### config.mk
export PLATFORM = sky130hd
export DESIGN_NAME = edge_timed_serial_key_decoder
export DESIGN_NICKNAME = d
export VERILOG_FILES = /design/src/hdl/etsk_pkg.sv /design/src/hdl/etsk_ctrl.sv /design/src/hdl/etsk_dp.sv /design/src/hdl/edge_timed_serial_key_decoder.sv
export SDC_FILE = /design/constraint.sdc
export NUM_CORES = 1
export LEC_CHECK = 0
export ABC_CLOCK_PERIOD_IN_PS = 5570
export BUFFER_PORTS_ARGS = -buffer_cell sky130_fd_sc_hd__buf_2
export CAP_MARGIN = 15
export CORE_MARGIN = 3
export CORE_UTILIZATION = 45
export CTS_BUF_LIST = sky130_fd_sc_hd__clkbuf_8
export CTS_CLUSTER_DIAMETER = 60
export DETAILED_ROUTE_END_ITERATION = 16
export GPL_TIMING_DRIVEN = 1
export PLACE_DENSITY = 0.65
export SYNTH_ARGS = -nofsm -noshare
export SYNTH_HDL_FRONTEND = slang
export SYNTH_SLANG_ARGS = --single-unit
### constraint.sdc
create_clock -name clk_i -period 5.57 [get_ports clk_i]
set_input_delay 1.114 -clock clk_i [delete_from_list [all_inputs] [get_ports clk_i]]
set_output_delay 1.114 -clock clk_i [all_outputs]
set_load 0.05 [all_outputs]
### src/hdl/etsk_pkg.sv
// ----------------------------------------------------------------------------
// etsk_pkg
// Shared types and constants for the edge-timed serial key decoder.
// ----------------------------------------------------------------------------
package etsk_pkg;

  localparam int unsigned ElapsedW  = 24;
  localparam int unsigned PeriodW   = 16;
  // Numerator width: elapsed time plus half a bit period
  localparam int unsigned NumW      = ElapsedW + 1;
  localparam int unsigned DivCntW   = $clog2(NumW);

  localparam logic [PeriodW-1:0] BitPeriodReset = 16'd100;

  localparam logic [7:0] KeyPressMax    = 8'd77;
  localparam logic [7:0] KeyReleaseMax  = 8'd155;
  localparam logic [7:0] KeyReleaseBase = 8'd78;

  typedef enum logic [1:0] {
    EV_PRESS     = 2'd0,
    EV_RELEASE   = 2'd1,
    EV_OTHER     = 2'd2,
    EV_FRAME_ERR = 2'd3
  } event_kind_e;

  typedef enum logic [2:0] {
    ST_IDLE  = 3'b001,
    ST_DIV   = 3'b010,
    ST_APPLY = 3'b100
  } ctrl_state_e;

  typedef struct packed {
    logic take;   // input transfer this cycle
    logic step;   // advance the divider by one quotient bit
    logic apply;  // commit the run to the frame state
  } dp_cmd_t;

  typedef struct packed {
    logic frame_active;
    logic last_step;
    logic emit;       // applying now would produce a result
    logic out_free;   // output register can take a result this cycle
  } dp_status_t;

endpackage

### src/hdl/etsk_ctrl.sv
// ----------------------------------------------------------------------------
// etsk_ctrl
// Sequencer: accepts an edge, runs the divider, then commits the run.
// ----------------------------------------------------------------------------
module etsk_ctrl (
  input  logic                  clk_i,
  input  logic                  rst_ni,
  input  logic                  in_valid_i,
  output logic                  in_stall_o,
  input  etsk_pkg::dp_status_t  status_i,
  output etsk_pkg::dp_cmd_t     cmd_o
);

  etsk_pkg::ctrl_state_e state_q, state_d;

  always_comb begin
    state_d    = state_q;
    cmd_o      = '0;
    in_stall_o = 1'b1;
    case (state_q)
      etsk_pkg::ST_IDLE: begin
        in_stall_o = 1'b0;
        cmd_o.take = in_valid_i;
        // Edges with no frame open are settled on the spot
        if (in_valid_i && status_i.frame_active) begin
          state_d = etsk_pkg::ST_DIV;
        end
      end
      etsk_pkg::ST_DIV: begin
        cmd_o.step = 1'b1;
        if (status_i.last_step) begin
          state_d = etsk_pkg::ST_APPLY;
        end
      end
      etsk_pkg::ST_APPLY: begin
        // Hold while a result would overwrite one not yet taken
        if (!status_i.emit || status_i.out_free) begin
          cmd_o.apply = 1'b1;
          state_d     = etsk_pkg::ST_IDLE;
        end
      end
      default: begin
        state_d = etsk_pkg::ST_IDLE;
      end
    endcase
  end

  always_ff @(posedge clk_i or negedge rst_ni) begin
    if (!rst_ni) begin
      state_q <= etsk_pkg::ST_IDLE;
    end else begin
      state_q <= state_d;
    end
  end

endmodule

### src/hdl/etsk_dp.sv
// ----------------------------------------------------------------------------
// etsk_dp
// Datapath: bit period register, restoring divider, frame state, result reg.
// ----------------------------------------------------------------------------
module etsk_dp #(
  parameter int unsigned DATA_BITS = 8
) (
  input  logic                                clk_i,
  input  logic                                rst_ni,
  input  logic                                cfg_we_i,
  input  logic [etsk_pkg::PeriodW-1:0]        cfg_wdata_i,
  input  logic                                line_high_i,
  input  logic [etsk_pkg::ElapsedW-1:0]       elapsed_us_i,
  input  logic                                out_stall_i,
  input  etsk_pkg::dp_cmd_t                   cmd_i,
  output etsk_pkg::dp_status_t                status_o,
  output logic                                out_valid_o,
  output logic [1:0]                          event_kind_o,
  output logic [6:0]                          key_index_o,
  output logic [7:0]                          raw_byte_o
);

  localparam int unsigned CntW = $clog2(DATA_BITS + 1);
  localparam int unsigned NumW = etsk_pkg::NumW;
  localparam int unsigned PW   = etsk_pkg::PeriodW;

  logic [PW-1:0]                 period_q;
  logic                          line_q;
  logic [PW-1:0]                 rem_q, rem_d;
  logic [NumW-1:0]               quo_q, quo_d;
  logic [etsk_pkg::DivCntW-1:0]  div_cnt_q;
  logic                          frame_active_q;
  logic                          start_rm_q;
  logic [CntW-1:0]               bit_cnt_q;
  logic [DATA_BITS-1:0]          store_q;
  logic                          out_valid_q;
  etsk_pkg::event_kind_e         kind_q;
  logic [6:0]                    key_q;
  logic [7:0]                    byte_q;

  logic [PW-1:0]                 divisor;
  logic [NumW-1:0]               numer;
  logic [PW:0]                   rem_sh, diff;
  logic                          ge;
  logic                          dec_start;
  logic [NumW-1:0]               runs;
  logic [CntW-1:0]               remain;
  logic                          overflow;
  logic [CntW-1:0]               new_cnt;
  logic                          complete;
  logic                          emit;
  logic [DATA_BITS-1:0]          run_mask;
  logic [DATA_BITS-1:0]          store_next;
  logic [7:0]                    byte_next;
  etsk_pkg::event_kind_e         kind_next;
  logic [6:0]                    key_next;
  logic                          out_free;

  // A zero bit period counts as one
  assign divisor = (period_q == '0) ? PW'(1) : period_q;
  assign numer   = NumW'(elapsed_us_i) + NumW'(divisor >> 1);

  // One restoring-division step per cycle, quotient shifts in from the right
  assign rem_sh = {rem_q, quo_q[NumW-1]};
  assign diff   = rem_sh - {1'b0, divisor};
  assign ge     = rem_sh >= {1'b0, divisor};
  assign rem_d  = ge ? diff[PW-1:0] : rem_sh[PW-1:0];
  assign quo_d  = {quo_q[NumW-2:0], ge};

  // Run bookkeeping on the finished quotient
  assign dec_start = line_q && !start_rm_q && (quo_q != '0);
  assign runs      = dec_start ? (quo_q - NumW'(1)) : quo_q;
  assign remain    = CntW'(DATA_BITS) - bit_cnt_q;
  assign overflow  = runs > NumW'(remain);
  assign new_cnt   = bit_cnt_q + runs[CntW-1:0];
  assign complete  = !overflow && (new_cnt == CntW'(DATA_BITS));
  assign emit      = overflow || complete;

  always_comb begin
    for (int p = 0; p < DATA_BITS; p++) begin
      run_mask[p] = (CntW'(p) >= bit_cnt_q) && (CntW'(p) < new_cnt);
    end
  end

  assign store_next = line_q ? (store_q & ~run_mask) : (store_q | run_mask);
  assign byte_next  = 8'(store_next);

  always_comb begin
    if (overflow) begin
      kind_next = etsk_pkg::EV_FRAME_ERR;
      key_next  = '0;
    end else if (byte_next <= etsk_pkg::KeyPressMax) begin
      kind_next = etsk_pkg::EV_PRESS;
      key_next  = byte_next[6:0];
    end else if (byte_next <= etsk_pkg::KeyReleaseMax) begin
      kind_next = etsk_pkg::EV_RELEASE;
      key_next  = 7'(byte_next - etsk_pkg::KeyReleaseBase);
    end else begin
      kind_next = etsk_pkg::EV_OTHER;
      key_next  = '0;
    end
  end

  assign out_free = !out_valid_q || !out_stall_i;

  always_ff @(posedge clk_i or negedge rst_ni) begin
    if (!rst_ni) begin
      period_q       <= etsk_pkg::BitPeriodReset;
      frame_active_q <= 1'b0;
      start_rm_q     <= 1'b0;
      bit_cnt_q      <= '0;
      store_q        <= '0;
      div_cnt_q      <= '0;
      out_valid_q    <= 1'b0;
    end else begin
      if (cfg_we_i) begin
        period_q <= cfg_wdata_i;
      end
      // Load a new result, or drop the held one once it transfers out
      if (cmd_i.apply && emit) begin
        out_valid_q <= 1'b1;
      end else if (out_valid_q && !out_stall_i) begin
        out_valid_q <= 1'b0;
      end
      if (cmd_i.take) begin
        div_cnt_q <= '0;
        // Falling edge while idle opens a frame; rising edge is dropped
        if (!frame_active_q && !line_high_i) begin
          frame_active_q <= 1'b1;
          start_rm_q     <= 1'b0;
          bit_cnt_q      <= '0;
        end
      end
      if (cmd_i.step) begin
        div_cnt_q <= div_cnt_q + etsk_pkg::DivCntW'(1);
      end
      if (cmd_i.apply) begin
        if (dec_start) begin
          start_rm_q <= 1'b1;
        end
        if (overflow) begin
          frame_active_q <= 1'b0;
        end else begin
          store_q   <= store_next;
          bit_cnt_q <= new_cnt;
          if (complete) begin
            frame_active_q <= 1'b0;
          end
        end
      end
    end
  end

  always_ff @(posedge clk_i) begin
    if (cmd_i.take) begin
      line_q <= line_high_i;
      rem_q  <= '0;
      quo_q  <= numer;
    end else if (cmd_i.step) begin
      rem_q <= rem_d;
      quo_q <= quo_d;
    end
    if (cmd_i.apply && emit) begin
      kind_q <= kind_next;
      key_q  <= key_next;
      byte_q <= overflow ? 8'd0 : byte_next;
    end
  end

  assign status_o.frame_active = frame_active_q;
  assign status_o.last_step    = div_cnt_q == etsk_pkg::DivCntW'(NumW - 1);
  assign status_o.emit         = emit;
  assign status_o.out_free     = out_free;

  assign out_valid_o  = out_valid_q;
  assign event_kind_o = kind_q;
  assign key_index_o  = key_q;
  assign raw_byte_o   = byte_q;

  a_cnt_range: assert property (@(posedge clk_i) disable iff (!rst_ni)
    bit_cnt_q <= CntW'(DATA_BITS))
    else $error("bit count beyond frame length");

  a_no_overwrite: assert property (@(posedge clk_i) disable iff (!rst_ni)
    (cmd_i.apply && emit) |-> out_free)
    else $error("result overwrote an untaken result");

  a_step_in_frame: assert property (@(posedge clk_i) disable iff (!rst_ni)
    cmd_i.step |-> frame_active_q)
    else $error("divider running with no frame open");

  a_emit_closes: assert property (@(posedge clk_i) disable iff (!rst_ni)
    (cmd_i.apply && emit) |=> (!frame_active_q && out_valid_q))
    else $error("frame still open after result");

  a_valid_source: assert property (@(posedge clk_i) disable iff (!rst_ni)
    $rose(out_valid_q) |-> $past(cmd_i.apply))
    else $error("result appeared without a commit");

endmodule

### src/hdl/edge_timed_serial_key_decoder.sv
// Timing: an edge inside a frame goes from its input transfer through the
//   divider, one step per numerator bit, to the commit that loads the output
//   register; the commit waits while it would overwrite an untaken result.
//   The sequencer takes no new edge until that commit; an edge that opens a
//   frame or is dropped while idle is settled in the idle state.
//   Reset: asynchronous, active low.
// ----------------------------------------------------------------------------
// edge_timed_serial_key_decoder
// Rebuilds 8N1-style serial frames from timed line edges and reports key
// press, key release, other-byte and framing-error events.
// ----------------------------------------------------------------------------
module edge_timed_serial_key_decoder #(
  parameter int unsigned DATA_BITS = 8
) (
  input  logic        clk_i,
  input  logic        rst_ni,
  // Configuration: bit period in microseconds
  input  logic        cfg_we_i,
  input  logic [15:0] cfg_wdata_i,
  // Edge input channel
  input  logic        in_valid_i,
  output logic        in_stall_o,
  input  logic        line_high_i,
  input  logic [23:0] elapsed_us_i,
  // Event output channel
  output logic        out_valid_o,
  input  logic        out_stall_i,
  output logic [1:0]  event_kind_o,
  output logic [6:0]  key_index_o,
  output logic [7:0]  raw_byte_o
);

  // Commands from the sequencer and status back from the datapath
  etsk_pkg::dp_cmd_t    cmd;
  etsk_pkg::dp_status_t status;

  // The sequencer takes one edge at a time; the output register holds a
  // finished event, so a new edge may transfer in while it waits.
  // After reset: idle, no frame open, bit period 100 us.
  etsk_ctrl u_ctrl (
    .clk_i      (clk_i),
    .rst_ni     (rst_ni),
    .in_valid_i (in_valid_i),
    .in_stall_o (in_stall_o),
    .status_i   (status),
    .cmd_o      (cmd)
  );

  // Divider, bit assembly, key classification and the result register
  etsk_dp #(
    .DATA_BITS (DATA_BITS)
  ) u_dp (
    .clk_i        (clk_i),
    .rst_ni       (rst_ni),
    .cfg_we_i     (cfg_we_i),
    .cfg_wdata_i  (cfg_wdata_i),
    .line_high_i  (line_high_i),
    .elapsed_us_i (elapsed_us_i),
    .out_stall_i  (out_stall_i),
    .cmd_i        (cmd),
    .status_o     (status),
    .out_valid_o  (out_valid_o),
    .event_kind_o (event_kind_o),
    .key_index_o  (key_index_o),
    .raw_byte_o   (raw_byte_o)
  );

endmodule
==> metrics.yaml, run 1 <==
cells_and_area:
  nets: 906
  area_growth_pct: 9.35
  regArea_um2: 2590
  diodes: 0
  multi_input_area_um2: 3830
  drive_gt1_share_pct: 13.7
  fin_util_pct: 50.6
  nFillCells: 1357
  design_area_um2: 7390
place:
  gp_congestion: 0.855
  dp_hpwl_um: 12100
  portBuffers: 64
  dpl_cell_area_um2: 7190
clock_network:
  ctsHoldBuffers: 0
  h-tree-depth: 3
  clockBufferDepth: 2
  cts-root-buf: "clkbuf_8"
  path_clk_slew_ns: 0.10
  cts_setup_buffers: 0
  ctsResizeCount: 0
  clk_latency_ns: 0.37
  cts-buffers-inserted: 9
  cts.sinks: 98
  cts_tree: "built"
synth:
  synthTopCellsByCount: "nand2_1, o21ai_0, nor2_1"
  synth_top_area_share_pct: 19.1
  syn_inst: 770
  yosysWarnings: 0
  yosysMostFrequentCell: "nand2_1"
  synth-edff-count: 43
  synth_area_leaders: "edfxtp_1, dfrtp_1, ha_1, o21ai_0, nand2_1"
  yosys_most_used_dff: "edfxtp_1"
  syn_area_um2: 6760
  yosys.area.top_type: "edfxtp_1"
  syn_avg_cell_area_um2: 8.77
  ys_ff_latch: 98
  syn-num-nets: 865
  ys_seq_area_share_pct: 38.4
  synth_cell_types: 73
  synthArstFlopShare_pct: 39.8
power:
  ir_drop_v: 0.000198
  p_per_area_nw_per_um2: 447
  leakagePower_nw: 3.18
  totalPowerFinal_mw: 3.30
hold_path:
  hold_class: "reg2reg"
  hold_start: "u_dp.rem_q[15]"
critical_path:
  worstSetupStartpoint: "u_dp.quo_q[0]"
  crit_path_end_kind: "flop"
  cp-start-kind: "flop"
  critPathMaxFanout: 7
  r2r_start: "u_dp.quo_q[0]"
  cp_data_required_time_ns: 5.80
  critical_path_buf_inv_count: 2
  path_class: "reg2reg"
  cp.arrival_ns: 5.45
  cp_slowest_cell: "or4_1"
  path_cells: "inv_1 -> ha_1 -> or4b_4 -> nor4_4 -> a21o_1 -> nor2_1 -> xor2_1 -> ha_1 -> a21oi_1 -> a21oi_1 -> nor2_2 -> xnor2_2 -> o211ai_1 -> mux2i_4 -> ha_1 -> inv_1 -> or4_1 -> a21oi_1"
  cp_slowest_stage_delay_ns: 0.51
  critPathTopFamily: "simple AND/OR/NAND/NOR gates"
floorplanning:
  ioPinCount: 65
  std_cell_rows: 44
  coreArea_um2: 14600
  start_util_pct: 46.3
  die_w_um: 129
  die_h_um: 129
  die_area_um2: 16500
detailed_routing:
  avgViaCountPerCell: 5.63
  wirelength_um: 15600
  vias: 5630
  drcViolationCount: 0
  drt_iter0_markers: 382
  post_drt_wl_per_cell_um: 15.6
  ant_nets: 0
  first_pass_iters: 5
sta:
  setup_violations: 0
  finalMaxSlewViolations: 0
  setup_tns_ns: 0
  rsz0062_at_grt: "false"
  period_share_pct: 93.8
  relSlewSlack_pct: 35.0
  tightest_slew_ns: 0.974
  fmax_mhz: 191
  whs_ns: 0.475
  fin_skew_ns: 0.0112
  period_needed_ns: 5.22
  hold_viol_final: 0
grt:
  overflow: 0
  grt_max_degree: 50
  grt_pass1_vias: 5433
  grt_usage_pct: 19.2
  antenna_found_initial: 0
  grt_pass1_wl_um: 25900
job:
  max_cap_viol_count: 0
run_status:
  status: "complete, no violations"
cell type report:
class / count / share of cell area (%)
repair buffers: 70 / 4.94
inverters: 50 / 2.54
multi-input cells: 582 / 51.9
well taps: 184 / 3.12
clock inverters: 6 / 0.576
clock buffers: 10 / 1.86
flip-flops and latches: 98 / 35.1
cells in the final DEF, fill, tap and decap left out, drive strengths merged, types with 8 or more instances in the layout:
| cell | instances |
|---|---|
| o31ai | 10 |
| nand2b | 8 |
| a21oi | 41 |
| clkbuf | 10 |
| o21ai | 87 |
| nor2b | 9 |
| buf | 70 |
| nor3 | 20 |
| edfxtp | 43 |
| dfxtp | 16 |
| ha | 46 |
| dfrtp | 35 |
| nand2 | 96 |
| inv | 50 |
| nor2 | 60 |
| nand3 | 16 |
| or3 | 14 |
| nor4 | 8 |
| xnor2 | 21 |
| a21o | 15 |
| xor2 | 20 |
metal layers:
metal	GRT usage [%]	vias to the layer above	part of all wire, %
met3	2.74	21	2.9
met4	6.79	0	1.9
met1	24.8	2683	46
met2	33.0	94	49
li1	-	2832	-
met5	0	-	0
registers in the layout, summed over array words and instances, names as in the netlist:
name / flops
u_dp.quo_q: 25
u_dp.period_q: 16
u_dp.rem_q: 16
u_dp.raw_byte_o: 8
u_dp.store_q: 8
u_dp.key_index_o: 7
u_dp.div_cnt_q: 5
u_dp.bit_cnt_q: 4
u_ctrl.state_q: 3
u_dp.event_kind_o: 2
u_dp.frame_active_q: 1
u_dp.line_q: 1
u_dp.out_valid_o: 1
u_dp.start_rm_q: 1
power by group:
part / switching, mW / leakage [nW] / internal, mW / total (mW)
clock: 0.259 / 0.0782 / 0.174 / 0.433
combinational: 1.09 / 2.09 / 0.658 / 1.75
sequential: 0.141 / 1.01 / 0.977 / 1.12
total: 1.49 / 3.18 / 1.81 / 3.30
final timing paths:
path                                       end  slack [ns]  cells after the start
max                        u_dp.key_index_o[3]        0.35                     18
min                             u_dp.rem_q[15]        0.48                      2
max reg2reg                u_dp.key_index_o[3]        0.35                     18
min reg2reg                     u_dp.rem_q[15]        0.48                      2
max in group asynchronous    u_dp.period_q[12]        4.11                      1
min in group asynchronous    u_dp.bit_cnt_q[0]        0.86                      1
through the flow:
step	std cells	setup slack (ns)
after global placement	984	0.530
after detailed placement	984	0.364
final	1000	0.348
after floorplan	770	0.695
after global routing	1000	0.0296
after CTS	1000	0.339
worst min-delay path, delay by kind of cell, from the launching register on:
| kind | cells | cell delay, ns |
|---|---|---|
| flip-flops | 1 | 0.34 |
| AO/OA/AOI/OAI | 1 | 0.06 |
| AND/OR/NAND/NOR | 1 | 0.04 |
logic make-up after synthesis:
family                   count (synthesis)  share of synthesized area, %
multiplexers                             9                          1.57
AND/OR/NAND/NOR                        265                          19.0
XOR/XNOR                                41                          5.43
flip-flops                              98                          38.4
AO/OA/AOI/OAI                          218                          21.0
buffers and inverters                   90                          5.22
adder cells (fa/ha/maj)                 49                          9.41
Note: power is estimated with default switching activity, not from simulation.
==> run 2, diff against run 1 <==
--- a/config.mk
+++ b/config.mk
@@ -5,16 +5,19 @@
 export SDC_FILE = /design/constraint.sdc
 export NUM_CORES = 1
 export LEC_CHECK = 0
-export ABC_CLOCK_PERIOD_IN_PS = 5570
+export ABC_CLOCK_PERIOD_IN_PS = 4400
 export BUFFER_PORTS_ARGS = -buffer_cell sky130_fd_sc_hd__buf_2
 export CAP_MARGIN = 15
+export CELL_PAD_IN_SITES_DETAIL_PLACEMENT = 1
+export CELL_PAD_IN_SITES_GLOBAL_PLACEMENT = 2
 export CORE_MARGIN = 3
-export CORE_UTILIZATION = 45
+export CORE_UTILIZATION = 35
 export CTS_BUF_LIST = sky130_fd_sc_hd__clkbuf_8
 export CTS_CLUSTER_DIAMETER = 60
 export DETAILED_ROUTE_END_ITERATION = 16
 export GPL_TIMING_DRIVEN = 1
-export PLACE_DENSITY = 0.65
+export PLACE_DENSITY = 0.81
 export SYNTH_ARGS = -nofsm -noshare
 export SYNTH_HDL_FRONTEND = slang
+export SYNTH_HIERARCHICAL = 1
 export SYNTH_SLANG_ARGS = --single-unit
==> constraint.sdc (replaced) <==
create_clock -name clk_i -period 4.4 [get_ports clk_i]
set_input_delay 0.88 -clock clk_i [delete_from_list [all_inputs] [get_ports clk_i]]
set_output_delay 0.88 -clock clk_i [all_outputs]
set_load 0.05 [all_outputs]
==> metrics.yaml, run 2 <==
run_status:
  status: "complete, no violations"
floorplanning:
  ioPinCount: 65  # unchanged
  std_cell_rows: 50  # +14%
  die_w_um: 147  # +14%
  start_util_pct: 36.4  # -10 points
  coreArea_um2: 19100  # +31%
  die_h_um: 147  # +14%
  die_area_um2: 21600  # +31%
synth:
  syn-num-nets: 865  # unchanged
  synth_cell_types: 76  # +4.1%
  yosys_most_used_dff: "edfxtp_1"
  syn_area_um2: 6960  # +3.0%
  yosys.area.top_type: "edfxtp_1"
  ys_seq_area_share_pct: 37.3  # -1.1 points
  synth-edff-count: 43  # unchanged
  synth_area_leaders: "edfxtp_1, dfrtp_1, ha_1, dfxtp_1, xnor2_1"
  synth_top_area_share_pct: 18.6  # -0.56 points
  yosysMostFrequentCell: "nand2_1"
  synthTopCellsByCount: "nand2_1, nor2_1, a21oi_1"
  yosysWarnings: 6  # +6
  syn_avg_cell_area_um2: 9.04  # +3.0%
  ys_ff_latch: 98  # unchanged
  syn_inst: 770  # unchanged
  synthArstFlopShare_pct: 39.8  # unchanged
power:
  pwr-share-comb_pct: 57.7  # +4.7 points
  intPower_mw: 2.69  # +49%
  clkPwrFrac_pct: 12.6  # -0.5 points
  p_switching_mw: 1.99  # +34%
  switching_share_pct: 42.6  # -2.6 points
  p_seq_share_pct: 29.8  # -4.1 points
  leakagePower_nw: 3.77  # +19%
  ir_drop_v: 0.000230  # +16%
  p_per_area_nw_per_um2: 542  # +21%
grt:
  grt-busiest-layer: "met2"
  grt_pass1_wl_um: 33200  # +28%
  grt_max_degree: 53  # +6.0%
  grt_usage_pct: 18.9  # -0.32 points
  use_met2_pct: 34.3  # +1.3 points
  overflow: 0  # unchanged
  grt_use_met3_pct: 3.30  # +0.56 points
  antenna_found_initial: 0  # unchanged
  met1_usage_pct: 22.9  # -1.9 points
  grt_pass1_vias: 6626  # +22%
place:
  portBuffers: 64  # unchanged
  gp_congestion: 0.840  # -1.7%
  dp_hpwl_um: 15600  # +30%
  dpl_cell_area_um2: 8050  # +12%
  pre_cts_slack_ns: -0.146  # -0.510 ns
  place_inst: 1126  # +14%
clock_network:
  cts-buffers-inserted: 9  # unchanged
  ctsHoldBuffers: 0  # unchanged
  cts_tree: "built"
  cts.sinks: 98  # unchanged
  cts-root-buf: "clkbuf_8"
  clk_latency_ns: 0.39  # +0.02 ns
  clockBufferDepth: 2  # unchanged
  h-tree-depth: 3  # unchanged
  path_clk_slew_ns: 0.09  # about the same
detailed_routing:
  wirelength_um: 21000  # +35%
  avgViaCountPerCell: 5.33  # -5.3%
  post_drt_wl_per_cell_um: 18.1  # +17%
  ant_nets: 0  # unchanged
  drt_iter0_markers: 260  # -32%
  drcViolationCount: 0  # unchanged
  vias: 6165  # +9.5%
  first_pass_iters: 5  # unchanged
sta:
  hold_viol_final: 0  # unchanged
  setup_tns_ns: 0  # unchanged
  rsz0062_at_grt: "true"
  period_needed_ns: 4.38  # -0.843 ns
  relSlewSlack_pct: 32.6  # -2.5 points
  setup_violations: 0  # unchanged
  final.setup.worst_slack_ns: 0.0208  # -0.327 ns
  whs_ns: 0.467  # -0.00861 ns
  fmax_mhz: 228  # +19%
  finalMaxSlewViolations: 0  # unchanged
  tightest_slew_ns: 1.01  # +0.0378 ns
  fin_skew_ns: 0.0142  # +0.00298 ns
  period_share_pct: 99.5  # +5.8 points
critical_path:
  cp-start-kind: "flop"
  critPathMaxFanout: 8  # +1
  cp_data_required_time_ns: 4.52  # -1.28 ns
  cp_slowest_cell: "edfxtp_1"
  cp_slowest_stage_delay_ns: 0.43  # -0.08 ns
  crit_top_cell: "buf_4"
  path_class: "reg2reg"
  crit_path_end_kind: "flop"
  regToRegSetupSlack_ns: 0.02  # -0.33 ns
  path_cells: "nor4_2 -> buf_4 -> nand4_4 -> or3_4 -> nand2b_4 -> nor2_4 -> xor2_2 -> ha_1 -> nand4b_1 -> a2111oi_2 -> and4_1 -> nand4_2 -> o21bai_4 -> nor2b_4 -> nor4b_4 -> buf_4 -> nand2_4 -> clkinvlp_4 -> clkbuf_16"
  cp.arrival_ns: 4.50  # -0.95 ns
cells_and_area:
  design_area_um2: 8630  # +17%
  multi_input_area_um2: 4280  # +12%
  max_flop_register: "u_dp/quo_q"
  top_regs: "u_dp/quo_q (25), u_dp/period_q (16), u_dp/rem_q (16)"
  layout_common_cells: "buf_4, nand2_1, buf_2"
  diodes: 0  # unchanged
  nets: 987  # +8.9%
  largest_register_ffs: 25  # unchanged
  regArea_um2: 2590  # unchanged
  drive_gt1_share_pct: 28.1  # +14 points
  fin_cells: 1156  # +16%
  area_growth_pct: 24.0
  final_common_cell: "buf_4"
  nFillCells: 2267  # +67%
hold_path:
  hold_class: "reg2reg"
job:
  max_cap_viol_count: 0  # unchanged
-- run 2: final timing paths --
kind,from,to,cells past startpoint
setup / recovery,u_dp/quo_q[24],u_dp/event_kind_o[1],19
hold / removal,u_dp/rem_q[15],u_dp/rem_q[15],2
setup reg to reg,u_dp/quo_q[24],u_dp/event_kind_o[1],19
hold reg to reg,u_dp/rem_q[15],u_dp/rem_q[15],2
max in group asynchronous,rst_ni,u_dp/bit_cnt_q[3],1
min in group asynchronous,rst_ni,u_dp/div_cnt_q[2],1
-- run 2: what timing repair did --
action	in CTS	in global routing
setup buffers	6	5
cloned	1	3
resized for setup	11	39
setup endpoints to repair	38	43
pin swaps	6	15
-- run 2: kinds of logic (layout without fill, tap and decap cells) --
| kind of cell | Yosys count | count (layout) | synth area share, % |
|---|---|---|---|
| XOR/XNOR | 45 | 45 | 5.66 |
| AO/OA/AOI/OAI | 182 | 183 | 17.4 |
| adder cells (fa/ha/maj) | 49 | 49 | 9.13 |
| buffers and inverters | 88 | 213 | 5.12 |
| flip-flops | 98 | 98 | 37.3 |
| AND/OR/NAND/NOR | 276 | 276 | 20.5 |
| multiplexers | 32 | 32 | 4.94 |
-- run 2: area by class of cell --
type / count / share of cell area [%]
timing repair buffer: 154 / 12.5
clock buffer: 9 / 1.44
tap: 260 / 3.77
clock inverter: 6 / 0.696
sequential: 98 / 30.1
inverter: 44 / 1.96
multi-input combinational: 585 / 49.6
-- run 2: through the flow --
step	utilization (%)	power (mW)
2_1_floorplan	-	3.01
3_3_place_gp	42.1	3.79
3_5_place_dp	42.1	3.90
4_1_cts	43.6	4.56
5_1_grt	45.1	5.02
6_report	45.1	4.68
-- run 2: metal layers --
layer	wire [µm]	vias up	share of wire, %
li1	-	3002	-
met1	9250	3024	44
met2	10700	103	51
met3	595	36	2.8
met4	473	0	2.3
met5	0	-	0
-- run 2: critical path: cells and delay by family, from the launching register on --
family                   cells  cell delay (ns)
AND/OR/NAND/NOR             11             1.95
XOR/XNOR                     1             0.16
flip-flops                   1             0.43
buffers and inverters        4             0.70
AO/OA/AOI/OAI                2             0.57
adder cells (fa/ha/maj)      1             0.30
-- run 2: power by group through the flow --
stage / logic [mW] / registers [mW] / clock network [mW]
after floorplan: 1.63 / 1.38 / 0
after global placement: 2.40 / 1.39 / 0
after detailed placement: 2.50 / 1.40 / 0
after CTS: 2.56 / 1.39 / 0.612
after global routing: 2.96 / 1.42 / 0.636
final: 2.70 / 1.39 / 0.589
